File: src/sv/abt_pkg.sv
package abt_pkg;

  localparam int ENTRIES = 16;
  localparam int IDX_W   = (ENTRIES > 1) ? $clog2(ENTRIES) : 1;
  localparam int CNT_W   = $clog2(ENTRIES + 1);

  localparam int FUNC_W = 3;
  localparam int ADDR_W = 8;
  localparam int TIME_W = 32;
  localparam int OFF_W  = 8;
  localparam int OCC_W  = 5;
  localparam int OCC_MAX = 31;

  localparam int IN_TDATA_W  = 48;
  localparam int OUT_TDATA_W = 8;
  localparam int CFG_IDX_W   = 1;
  localparam int CFG_DATA_W  = 32;

  localparam logic [FUNC_W-1:0] FN_CHECK   = 3'd0;
  localparam logic [FUNC_W-1:0] FN_ADD     = 3'd1;
  localparam logic [FUNC_W-1:0] FN_REMOVE  = 3'd2;
  localparam logic [FUNC_W-1:0] FN_TRIGGER = 3'd3;
  localparam logic [FUNC_W-1:0] FN_SWEEP   = 3'd4;

  localparam logic [CFG_IDX_W-1:0] REG_BAN_DURATION = 1'b0;
  localparam logic [CFG_IDX_W-1:0] REG_OFFENCE_LIM  = 1'b1;

  localparam logic [TIME_W-1:0] BAN_DURATION_RST = 32'd60000;
  localparam logic [OFF_W-1:0]  OFFENCE_LIM_RST  = 8'd3;
  localparam logic [OFF_W-1:0]  OFF_SAT          = 8'hFF;

  typedef struct packed {
    logic [ADDR_W-1:0] addr;
    logic [TIME_W-1:0] added;
    logic [TIME_W-1:0] expires;
    logic [OFF_W-1:0]  off;
  } entry_t;

  typedef struct packed {
    logic             load;
    logic             rd_en;
    logic [IDX_W-1:0] rd_idx;
    logic             commit;
  } dp_cmd_t;

  typedef struct packed {
    logic out_free;
  } dp_sts_t;

  function automatic logic [OCC_W-1:0] occ_sat(input logic [CNT_W-1:0] c);
    logic [OCC_W-1:0] r;
    if (32'(c) > 32'(OCC_MAX)) begin
      r = OCC_W'(OCC_MAX);
    end else begin
      r = OCC_W'(c);
    end
    return r;
  endfunction

endpackage

File: src/sv/address_blacklist_table_core.sv
// After an input transfer the controller scans the table one entry per cycle, then passes
// through the drain and commit states; out_tvalid is set by the commit.
// A new input transfer is taken only in the idle state, so the next item waits until the
// previous one is committed; the single-port scan of the entry table sets the pace.
// Reset: synchronous, active low; clears the table, the occupied count and the output,
// and restores ban_duration_ms to 60000 and offence_limit to 3.
module address_blacklist_table_core import abt_pkg::*; (
  input  logic                   clk,
  input  logic                   rst_n,
  // in_tdata, from bit 0 up: func[2:0], addr[7:0], now_ms[31:0], five zero bits.
  input  logic                   in_tvalid,
  output logic                   in_tready,
  input  logic [IN_TDATA_W-1:0]  in_tdata,
  // out_tdata, from bit 0 up: banned, occupied[4:0], two zero bits.
  output logic                   out_tvalid,
  input  logic                   out_tready,
  output logic [OUT_TDATA_W-1:0] out_tdata,
  // Register 0 is ban_duration_ms, register 1 is offence_limit (low 8 bits of data).
  input  logic                   cfg_valid,
  output logic                   cfg_ready,
  input  logic [CFG_IDX_W-1:0]   cfg_index,
  input  logic [CFG_DATA_W-1:0]  cfg_data
);

  // The controller walks the sixteen entries one per cycle, reading the entry memory
  // through its registered port. The datapath tracks the first matching slot, the
  // first free slot and the oldest entry added before now while the scan runs, and
  // in a sweep clears expired entries in place. In the commit cycle it applies at most one
  // memory write plus valid-bit updates and loads the output register. A finished
  // result waits in that register while the next input transfer is taken; commit
  // only stalls if the previous result has still not been transferred.
  dp_cmd_t cmd;
  dp_sts_t sts;

  // Configuration writes are taken at any time outside reset.
  assign cfg_ready = rst_n;

  abt_ctrl u_ctrl (
    .clk       (clk),
    .rst_n     (rst_n),
    .in_tvalid (in_tvalid),
    .in_tready (in_tready),
    .sts       (sts),
    .cmd       (cmd)
  );

  abt_datapath u_dp (
    .clk        (clk),
    .rst_n      (rst_n),
    .cmd        (cmd),
    .sts        (sts),
    .in_tdata   (in_tdata),
    .cfg_we     (cfg_valid && cfg_ready),
    .cfg_index  (cfg_index),
    .cfg_data   (cfg_data),
    .out_tvalid (out_tvalid),
    .out_tready (out_tready),
    .out_tdata  (out_tdata)
  );

endmodule

File: src/sv/abt_ctrl.sv
module abt_ctrl import abt_pkg::*; (
  input  logic    clk,
  input  logic    rst_n,
  input  logic    in_tvalid,
  output logic    in_tready,
  input  dp_sts_t sts,
  output dp_cmd_t cmd
);

  localparam logic [1:0] ST_IDLE   = 2'd0;
  localparam logic [1:0] ST_SCAN   = 2'd1;
  localparam logic [1:0] ST_DRAIN  = 2'd2;
  localparam logic [1:0] ST_COMMIT = 2'd3;

  localparam logic [IDX_W-1:0] IDX_LAST = IDX_W'(ENTRIES - 1);

  logic [1:0]       state_r, state_nxt;
  logic [IDX_W-1:0] idx_r, idx_nxt;

  assign in_tready = rst_n && (state_r == ST_IDLE);

  always_comb begin
    state_nxt  = state_r;
    idx_nxt    = idx_r;
    cmd.load   = 1'b0;
    cmd.rd_en  = 1'b0;
    cmd.rd_idx = idx_r;
    cmd.commit = 1'b0;
    case (state_r)
      ST_IDLE: begin
        if (in_tvalid && in_tready) begin
          cmd.load  = 1'b1;
          idx_nxt   = '0;
          state_nxt = ST_SCAN;
        end
      end
      ST_SCAN: begin
        cmd.rd_en = 1'b1;
        if (idx_r == IDX_LAST) begin
          state_nxt = ST_DRAIN;
        end else begin
          idx_nxt = idx_r + 1'b1;
        end
      end
      ST_DRAIN: begin
        // The last entry read is evaluated in this cycle.
        state_nxt = ST_COMMIT;
      end
      ST_COMMIT: begin
        if (sts.out_free) begin
          cmd.commit = 1'b1;
          state_nxt  = ST_IDLE;
        end
      end
      default: begin
        state_nxt = ST_IDLE;
      end
    endcase
  end

  always_ff @(posedge clk) begin
    if (!rst_n) begin
      state_r <= ST_IDLE;
      idx_r   <= '0;
    end else begin
      state_r <= state_nxt;
      idx_r   <= idx_nxt;
    end
  end

endmodule

File: src/sv/abt_datapath.sv
module abt_datapath import abt_pkg::*; (
  input  logic                   clk,
  input  logic                   rst_n,
  input  dp_cmd_t                cmd,
  output dp_sts_t                sts,
  input  logic [IN_TDATA_W-1:0]  in_tdata,
  input  logic                   cfg_we,
  input  logic [CFG_IDX_W-1:0]   cfg_index,
  input  logic [CFG_DATA_W-1:0]  cfg_data,
  output logic                   out_tvalid,
  input  logic                   out_tready,
  output logic [OUT_TDATA_W-1:0] out_tdata
);

  // Item registers.
  logic [FUNC_W-1:0] func_r;
  logic [ADDR_W-1:0] addr_r;
  logic [TIME_W-1:0] now_r;

  // Configuration.
  logic [TIME_W-1:0] dur_r;
  logic [OFF_W-1:0]  lim_r;

  // Entry storage; a slot whose valid bit is low counts as free, whatever its memory holds.
  entry_t           mem [ENTRIES];
  entry_t           rd_data_r;
  logic             rd_pend_r;
  logic [IDX_W-1:0] rd_idx_r;
  logic [ENTRIES-1:0] valid_r, valid_nxt;
  logic [CNT_W-1:0] cnt_r, cnt_nxt;

  // Scan trackers.
  logic             match_found_r, match_expd_r;
  logic [IDX_W-1:0] match_idx_r;
  entry_t           match_ent_r;
  logic             free_found_r;
  logic [IDX_W-1:0] free_idx_r;
  logic             old_found_r;
  logic [IDX_W-1:0] old_idx_r;
  logic [TIME_W-1:0] old_time_r;

  logic out_tvalid_r, out_banned_r;
  logic [OCC_W-1:0] out_occ_r;

  // Scan evaluation.
  logic ev_valid, ev_expd, is_match, is_free, is_old, sweep_clr;

  assign ev_valid  = valid_r[rd_idx_r];
  assign ev_expd   = (rd_data_r.expires != '0) && (now_r > rd_data_r.expires);
  assign is_match  = rd_pend_r && ev_valid && !match_found_r &&
                     (addr_r != '0) && (rd_data_r.addr == addr_r);
  assign is_free   = rd_pend_r && !ev_valid && !free_found_r;
  assign is_old    = rd_pend_r && ev_valid && (rd_data_r.added < now_r) &&
                     (!old_found_r || (rd_data_r.added < old_time_r));
  assign sweep_clr = rd_pend_r && (func_r == FN_SWEEP) && ev_valid && ev_expd;

  // Commit decision.
  logic             wr_en, set_v, clr_v, inc, dec, banned;
  logic [IDX_W-1:0] wr_idx, clr_idx, pick_idx;
  entry_t           wr_data, ban_ent;
  logic             m_banned, m_live;
  logic [OFF_W-1:0] off_new;
  logic [TIME_W-1:0] exp_at;

  assign exp_at   = now_r + dur_r;
  assign ban_ent  = '{addr: addr_r, added: now_r, expires: exp_at, off: lim_r};
  assign m_banned = (match_ent_r.expires != '0) || (match_ent_r.off >= lim_r);
  assign m_live   = match_found_r && !match_expd_r;
  assign off_new  = (match_ent_r.off == OFF_SAT) ? OFF_SAT : match_ent_r.off + 1'b1;
  assign pick_idx = (free_found_r && (free_idx_r < match_idx_r)) ? free_idx_r : match_idx_r;

  always_comb begin
    wr_en   = 1'b0;
    wr_idx  = match_idx_r;
    wr_data = ban_ent;
    set_v   = 1'b0;
    clr_v   = 1'b0;
    clr_idx = match_idx_r;
    inc     = 1'b0;
    dec     = 1'b0;
    banned  = 1'b0;
    if (cmd.commit && (addr_r != '0)) begin
      case (func_r)
        FN_CHECK: begin
          if (match_found_r) begin
            if (match_expd_r) begin
              clr_v = 1'b1;
              dec   = 1'b1;
            end else begin
              banned = m_banned;
            end
          end
        end
        FN_ADD: begin
          if (m_live) begin
            if (!m_banned) begin
              wr_en = 1'b1;
            end
          end else if (match_found_r) begin
            // Expired match is freed first, then the lowest free slot is used.
            clr_v  = 1'b1;
            dec    = 1'b1;
            wr_en  = 1'b1;
            wr_idx = pick_idx;
            set_v  = 1'b1;
            inc    = 1'b1;
          end else if (free_found_r) begin
            wr_en  = 1'b1;
            wr_idx = free_idx_r;
            set_v  = 1'b1;
            inc    = 1'b1;
          end else if (old_found_r) begin
            wr_en  = 1'b1;
            wr_idx = old_idx_r;
          end
        end
        FN_REMOVE: begin
          if (match_found_r) begin
            clr_v = 1'b1;
            dec   = 1'b1;
          end
        end
        FN_TRIGGER: begin
          if (match_found_r) begin
            wr_en   = 1'b1;
            wr_data = '{addr: match_ent_r.addr, added: match_ent_r.added,
                        expires: (off_new >= lim_r) ? exp_at : match_ent_r.expires,
                        off: off_new};
          end else if (free_found_r) begin
            wr_en   = 1'b1;
            wr_idx  = free_idx_r;
            wr_data = '{addr: addr_r, added: now_r,
                        expires: (OFF_W'(1) >= lim_r) ? exp_at : '0,
                        off: OFF_W'(1)};
            set_v   = 1'b1;
            inc     = 1'b1;
          end
        end
        default: begin
        end
      endcase
    end
  end

  always_comb begin
    valid_nxt = valid_r;
    if (sweep_clr) begin
      valid_nxt[rd_idx_r] = 1'b0;
    end
    if (clr_v) begin
      valid_nxt[clr_idx] = 1'b0;
    end
    if (set_v) begin
      valid_nxt[wr_idx] = 1'b1;
    end
    cnt_nxt = cnt_r + CNT_W'(inc) - CNT_W'(dec) - CNT_W'(sweep_clr);
  end

  always_ff @(posedge clk) begin
    if (wr_en) begin
      mem[wr_idx] <= wr_data;
    end
    if (cmd.rd_en) begin
      rd_data_r <= mem[cmd.rd_idx];
    end
  end

  always_ff @(posedge clk) begin
    if (!rst_n) begin
      rd_pend_r     <= 1'b0;
      valid_r       <= '0;
      cnt_r         <= '0;
      dur_r         <= BAN_DURATION_RST;
      lim_r         <= OFFENCE_LIM_RST;
      out_tvalid_r  <= 1'b0;
      match_found_r <= 1'b0;
      free_found_r  <= 1'b0;
      old_found_r   <= 1'b0;
    end else begin
      rd_pend_r <= cmd.rd_en;
      valid_r   <= valid_nxt;
      cnt_r     <= cnt_nxt;
      if (cfg_we) begin
        if (cfg_index == REG_BAN_DURATION) begin
          dur_r <= cfg_data;
        end else begin
          lim_r <= cfg_data[OFF_W-1:0];
        end
      end
      if (cmd.commit) begin
        out_tvalid_r <= 1'b1;
      end else if (out_tready) begin
        out_tvalid_r <= 1'b0;
      end
      if (cmd.load) begin
        match_found_r <= 1'b0;
        free_found_r  <= 1'b0;
        old_found_r   <= 1'b0;
      end else begin
        if (is_match) begin
          match_found_r <= 1'b1;
        end
        if (is_free) begin
          free_found_r <= 1'b1;
        end
        if (is_old) begin
          old_found_r <= 1'b1;
        end
      end
    end
  end

  always_ff @(posedge clk) begin
    rd_idx_r <= cmd.rd_idx;
    if (cmd.load) begin
      func_r <= in_tdata[FUNC_W-1:0];
      addr_r <= in_tdata[FUNC_W+ADDR_W-1:FUNC_W];
      now_r  <= in_tdata[FUNC_W+ADDR_W+TIME_W-1:FUNC_W+ADDR_W];
    end
    if (is_match) begin
      match_idx_r  <= rd_idx_r;
      match_ent_r  <= rd_data_r;
      match_expd_r <= ev_expd;
    end
    if (is_free) begin
      free_idx_r <= rd_idx_r;
    end
    if (is_old) begin
      old_idx_r  <= rd_idx_r;
      old_time_r <= rd_data_r.added;
    end
    if (cmd.commit) begin
      out_banned_r <= banned;
      out_occ_r    <= occ_sat(cnt_nxt);
    end
  end

  assign sts.out_free = !out_tvalid_r || out_tready;
  assign out_tvalid   = out_tvalid_r;
  assign out_tdata    = {(OUT_TDATA_W-OCC_W-1)'(0), out_occ_r, out_banned_r};

endmodule

File: config.mk
export PLATFORM = sky130hd
export DESIGN_NAME = address_blacklist_table_core
export DESIGN_NICKNAME = d
export VERILOG_FILES = /design/src/sv/abt_pkg.sv /design/src/sv/address_blacklist_table_core.sv /design/src/sv/abt_ctrl.sv /design/src/sv/abt_datapath.sv
export SDC_FILE = /design/constraint.sdc
export NUM_CORES = 2
export LEC_CHECK = 0
export BUFFER_PORTS_ARGS = -buffer_cell sky130_fd_sc_hd__buf_4
export CORE_ASPECT_RATIO = 0.6
export CORE_MARGIN = 4
export CORE_UTILIZATION = 45
export CTS_CLUSTER_DIAMETER = 80
export DETAILED_ROUTE_END_ITERATION = 6
export GPL_ROUTABILITY_DRIVEN = 0
export PLACE_DENSITY_LB_ADDON = 0.05
export SYNTH_ARGS = -nofsm -noshare
export SYNTH_HDL_FRONTEND = slang
export SYNTH_HIERARCHICAL = 1
export SYNTH_SLANG_ARGS = --single-unit
File: constraint.sdc
create_clock -name clk -period 10.1 [get_ports clk]
set_input_delay 1.01 -clock clk [delete_from_list [all_inputs] [get_ports clk]]
set_output_delay 1.01 -clock clk [all_outputs]
set_load 0.02 [all_outputs]
==> flow_metrics.env <==
export IMPL_rsz0062_at_grt="false"
export IMPL_drive_gt1_frac=0.233
export IMPL_avgSynthCellArea_um2=19.2
export IMPL_async_flop_share=0
export IMPL_cts_resized=0
export IMPL_synth_area_um2=65300
export IMPL_seq_power_share=0.514
export IMPL_post_route_util=0.516
export IMPL_hold_class="in -> reg"
export IMPL_root_buffer="clkbuf_16"
export IMPL_ctsHoldBuffers=0
export IMPL_die_area_um2=152000
export IMPL_status="finished clean"
export IMPL_combPwrFrac=0.121
export IMPL_antenna_left=0
export IMPL_insertion_delay_ns=0.77
export IMPL_clk_path_buf_depth=3
export IMPL_critPathKind="reg -> reg"
export IMPL_p_switching_uw=3780
export IMPL_start_util=0.457
export IMPL_synth_edf_count=1534
export IMPL_vias=34354
export IMPL_fin_skew_ns=0.0249
export IMPL_clock_sinks=1610
export IMPL_yosys_register_bits=1610
export IMPL_firstDrtPassIters=7
export IMPL_rr_endpoint="u_dp/mem[5][41]$_DFFE_PP_"
export IMPL_synth_warnings=6
export IMPL_tns_ns=0
export IMPL_whs_path_depth=1
export IMPL_final_cell_mix="edfxtp_1 (1534), mux4_2 (404), nand2_1 (204)"
export IMPL_setup_worst_path_start_class="flop"
export IMPL_globalRouteTotalUtil=0.236
export IMPL_layout_nets=3859
export IMPL_ys_flop_type="edfxtp_1"
export IMPL_arrival_ns=5.79
export IMPL_reg2reg_slack_ns=4.71
export IMPL_synth_cell_types=79
export IMPL_slew_headroom=0.105
export IMPL_clk_pin_slew_worst_paths_ns=0.07
export IMPL_setup_viol=0
export IMPL_area_delta_synth_final_pct=12.9
export IMPL_power_leakage_uw=0.0236
export IMPL_tritoncts_num_buffers=153
export IMPL_synthCells=3402
export IMPL_clockPowerShare=0.364
export IMPL_grt_pass1_wl_mm=254
export IMPL_drc=0
export IMPL_die_h_um=303
export IMPL_worst_pin_slew_ns=1.33
export IMPL_grt_overflow_total=0
export IMPL_min_from="in_tdata[29]"
export IMPL_diodes=0
export IMPL_power_density_nw_per_um2=209
export IMPL_drv_slew=0
export IMPL_tritoncts="yes"
export IMPL_seq_area_frac_synth=0.728
export IMPL_htree_levels=4
export IMPL_worstPathRequired_ns=10.50
export IMPL_reg2reg_from="u_dp/clr_idx[2]$_DFFE_PP_"
export IMPL_rows=107
export IMPL_routedWlPerCell_um=31.6
export IMPL_ir_worst_vdd_v=0.000135
export IMPL_grt_max_degree=141
export IMPL_wl_mm=178
export IMPL_worst_path_max_fanout=56
export IMPL_hold_viol_final=0
export IMPL_final_common_cell="edfxtp_1"
export IMPL_postCtsSetupBuffers=0
export IMPL_power_internal_uw=11600
export IMPL_die_w_um=500
export IMPL_grt_antenna_before_repair=10
export IMPL_fmax_ghz=0.185
export IMPL_end_kind="flop"
export IMPL_min_period_ns=5.39
export IMPL_min_delay_worst_endpoint="u_dp/now_r[18]$_DFFE_PP_"
export IMPL_p_sw_frac=0.245
export IMPL_ios=97
export IMPL_grt_pass1_vias=34165
export IMPL_drt_iter0_markers=3855
export IMPL_cap_viol_max_count=0
export IMPL_core_um2=143000
export IMPL_finalCritPeriodShare=0.534
export IMPL_portBuffers=89
export IMPL_viasPerCell=6.09
export IMPL_hpwl_mm=101
export IMPL_reg2reg_depth=11
[cells in the mapped netlist, drive strengths merged, types with 18 or more instances]
library cell | n | area (µm²)
edfxtp | 1534 | 46100
mux4 | 404 | 9100
nand2 | 204 | 766
ha | 156 | 1950
inv | 142 | 533
o21ai | 106 | 531
clkbuf | 105 | 394
nor2 | 79 | 297
dfxtp | 76 | 1520
a21oi | 68 | 340
buf | 40 | 180
a21boi | 38 | 289
nand3 | 37 | 185
nand4 | 29 | 181
a21o | 27 | 203
nand2b | 26 | 163
nor3 | 24 | 125
a22o | 20 | 175
xnor2 | 20 | 175
nor4 | 19 | 119
xor2 | 19 | 166
a31oi | 18 | 119
nor2b | 18 | 113
[flip-flops by register name, indices dropped and copies added (netlist names), 8 cells and up]
| name | cells |
|---|---|
| u_dp/mem | 1280 |
| u_dp/match_ent_r | 80 |
| u_dp/rd_data_r | 80 |
| u_dp/dur_r | 32 |
| u_dp/now_r | 32 |
| u_dp/old_time_r | 32 |
| u_dp/valid_r | 16 |
| u_dp/addr_r | 8 |
| u_dp/lim_r | 8 |
[worst max-delay path: stages, from the launching register on]
cell	delay, ns
edfxtp_1	0.58
inv_1	0.12
ha_1	0.22
or4b_4	0.57
a21oi_1	0.20
o21a_1	0.20
mux2i_1	0.19
mux2_2	0.18
o31a_1	0.61
nand2_1	0.42
nor2_4	1.09
buf_12	0.50
[final cells by class]
cell class	count	area [µm²]
timing repair buffer	201	1620
sequential	1610	47600
inverter	143	537
fill	11338	69300
clock buffer	195	4160
clock inverter	80	652
multi-input combinational	1505	16800
tap	1907	2390
[cells by family (layout without fill, tap and decap cells)]
family,Yosys count,count (layout),share of synthesized area
flops,1610,1610,0.728
xor+xnor,39,39,0.00523
buf+inv,288,619,0.0170
other cells,1,2,0.0000574
compound gates,375,375,0.0374
mux,426,426,0.143
simple gates,504,504,0.0381
fa+ha+maj,159,159,0.0308
[routing by layer]
| metal | vias to the layer above | track usage | wire length (µm) | share of wire |
|---|---|---|---|---|
| li1 | 14263 | - | - | - |
| met1 | 18481 | 0.368 | 83300 | 0.47 |
| met2 | 1365 | 0.353 | 79900 | 0.45 |
| met3 | 245 | 0.0324 | 11000 | 0.062 |
| met4 | 0 | 0.0625 | 4130 | 0.023 |
| met5 | - | 0 | 0 | 0 |
[metrics by stage]
step / instances / power (µW) / area (µm²) / hold slack (ns) / setup slack, ns
global route: 5641 / 16000 / 73700 / 0.370 / 4.45
detailed placement: 5366 / 9930 / 68900 / 0.418 / 4.74
CTS: 5641 / 15600 / 73700 / 0.349 / 4.72
finish: 5641 / 15400 / 73700 / 0.416 / 4.71
global placement: 5366 / 9890 / 68900 / 0.420 / 4.77
floorplan: 3403 / 9210 / 65300 / 0.379 / 0.801
[worst max-delay path by stage]
stage	slack, ns	endpoint	from
2_1_floorplan	0.80	u_dp/mem[14][0]$_DFFE_PP_	out_tready
3_3_place_gp	4.77	u_dp/mem[13][71]$_DFFE_PP_	out_tready
3_5_place_dp	4.74	u_dp/mem[5][13]$_DFFE_PP_	u_dp/clr_idx[2]$_DFFE_PP_
4_1_cts	4.72	u_dp/mem[5][29]$_DFFE_PP_	u_dp/clr_idx[2]$_DFFE_PP_
5_1_grt	4.45	u_dp/mem[5][29]$_DFFE_PP_	u_dp/clr_idx[2]$_DFFE_PP_
6_report	4.71	u_dp/mem[5][41]$_DFFE_PP_	u_dp/clr_idx[2]$_DFFE_PP_
[power groups by stage]
stage	logic (µW)	registers [µW]	clock network, µW
4_1_cts	1880	7930	5750
6_report	1870	7930	5620
2_1_floorplan	1270	7940	0
3_3_place_gp	1820	8060	0
5_1_grt	2040	7940	6060
3_5_place_dp	1870	8070	0
No activity file was read; power rests on OpenSTA's default activity.
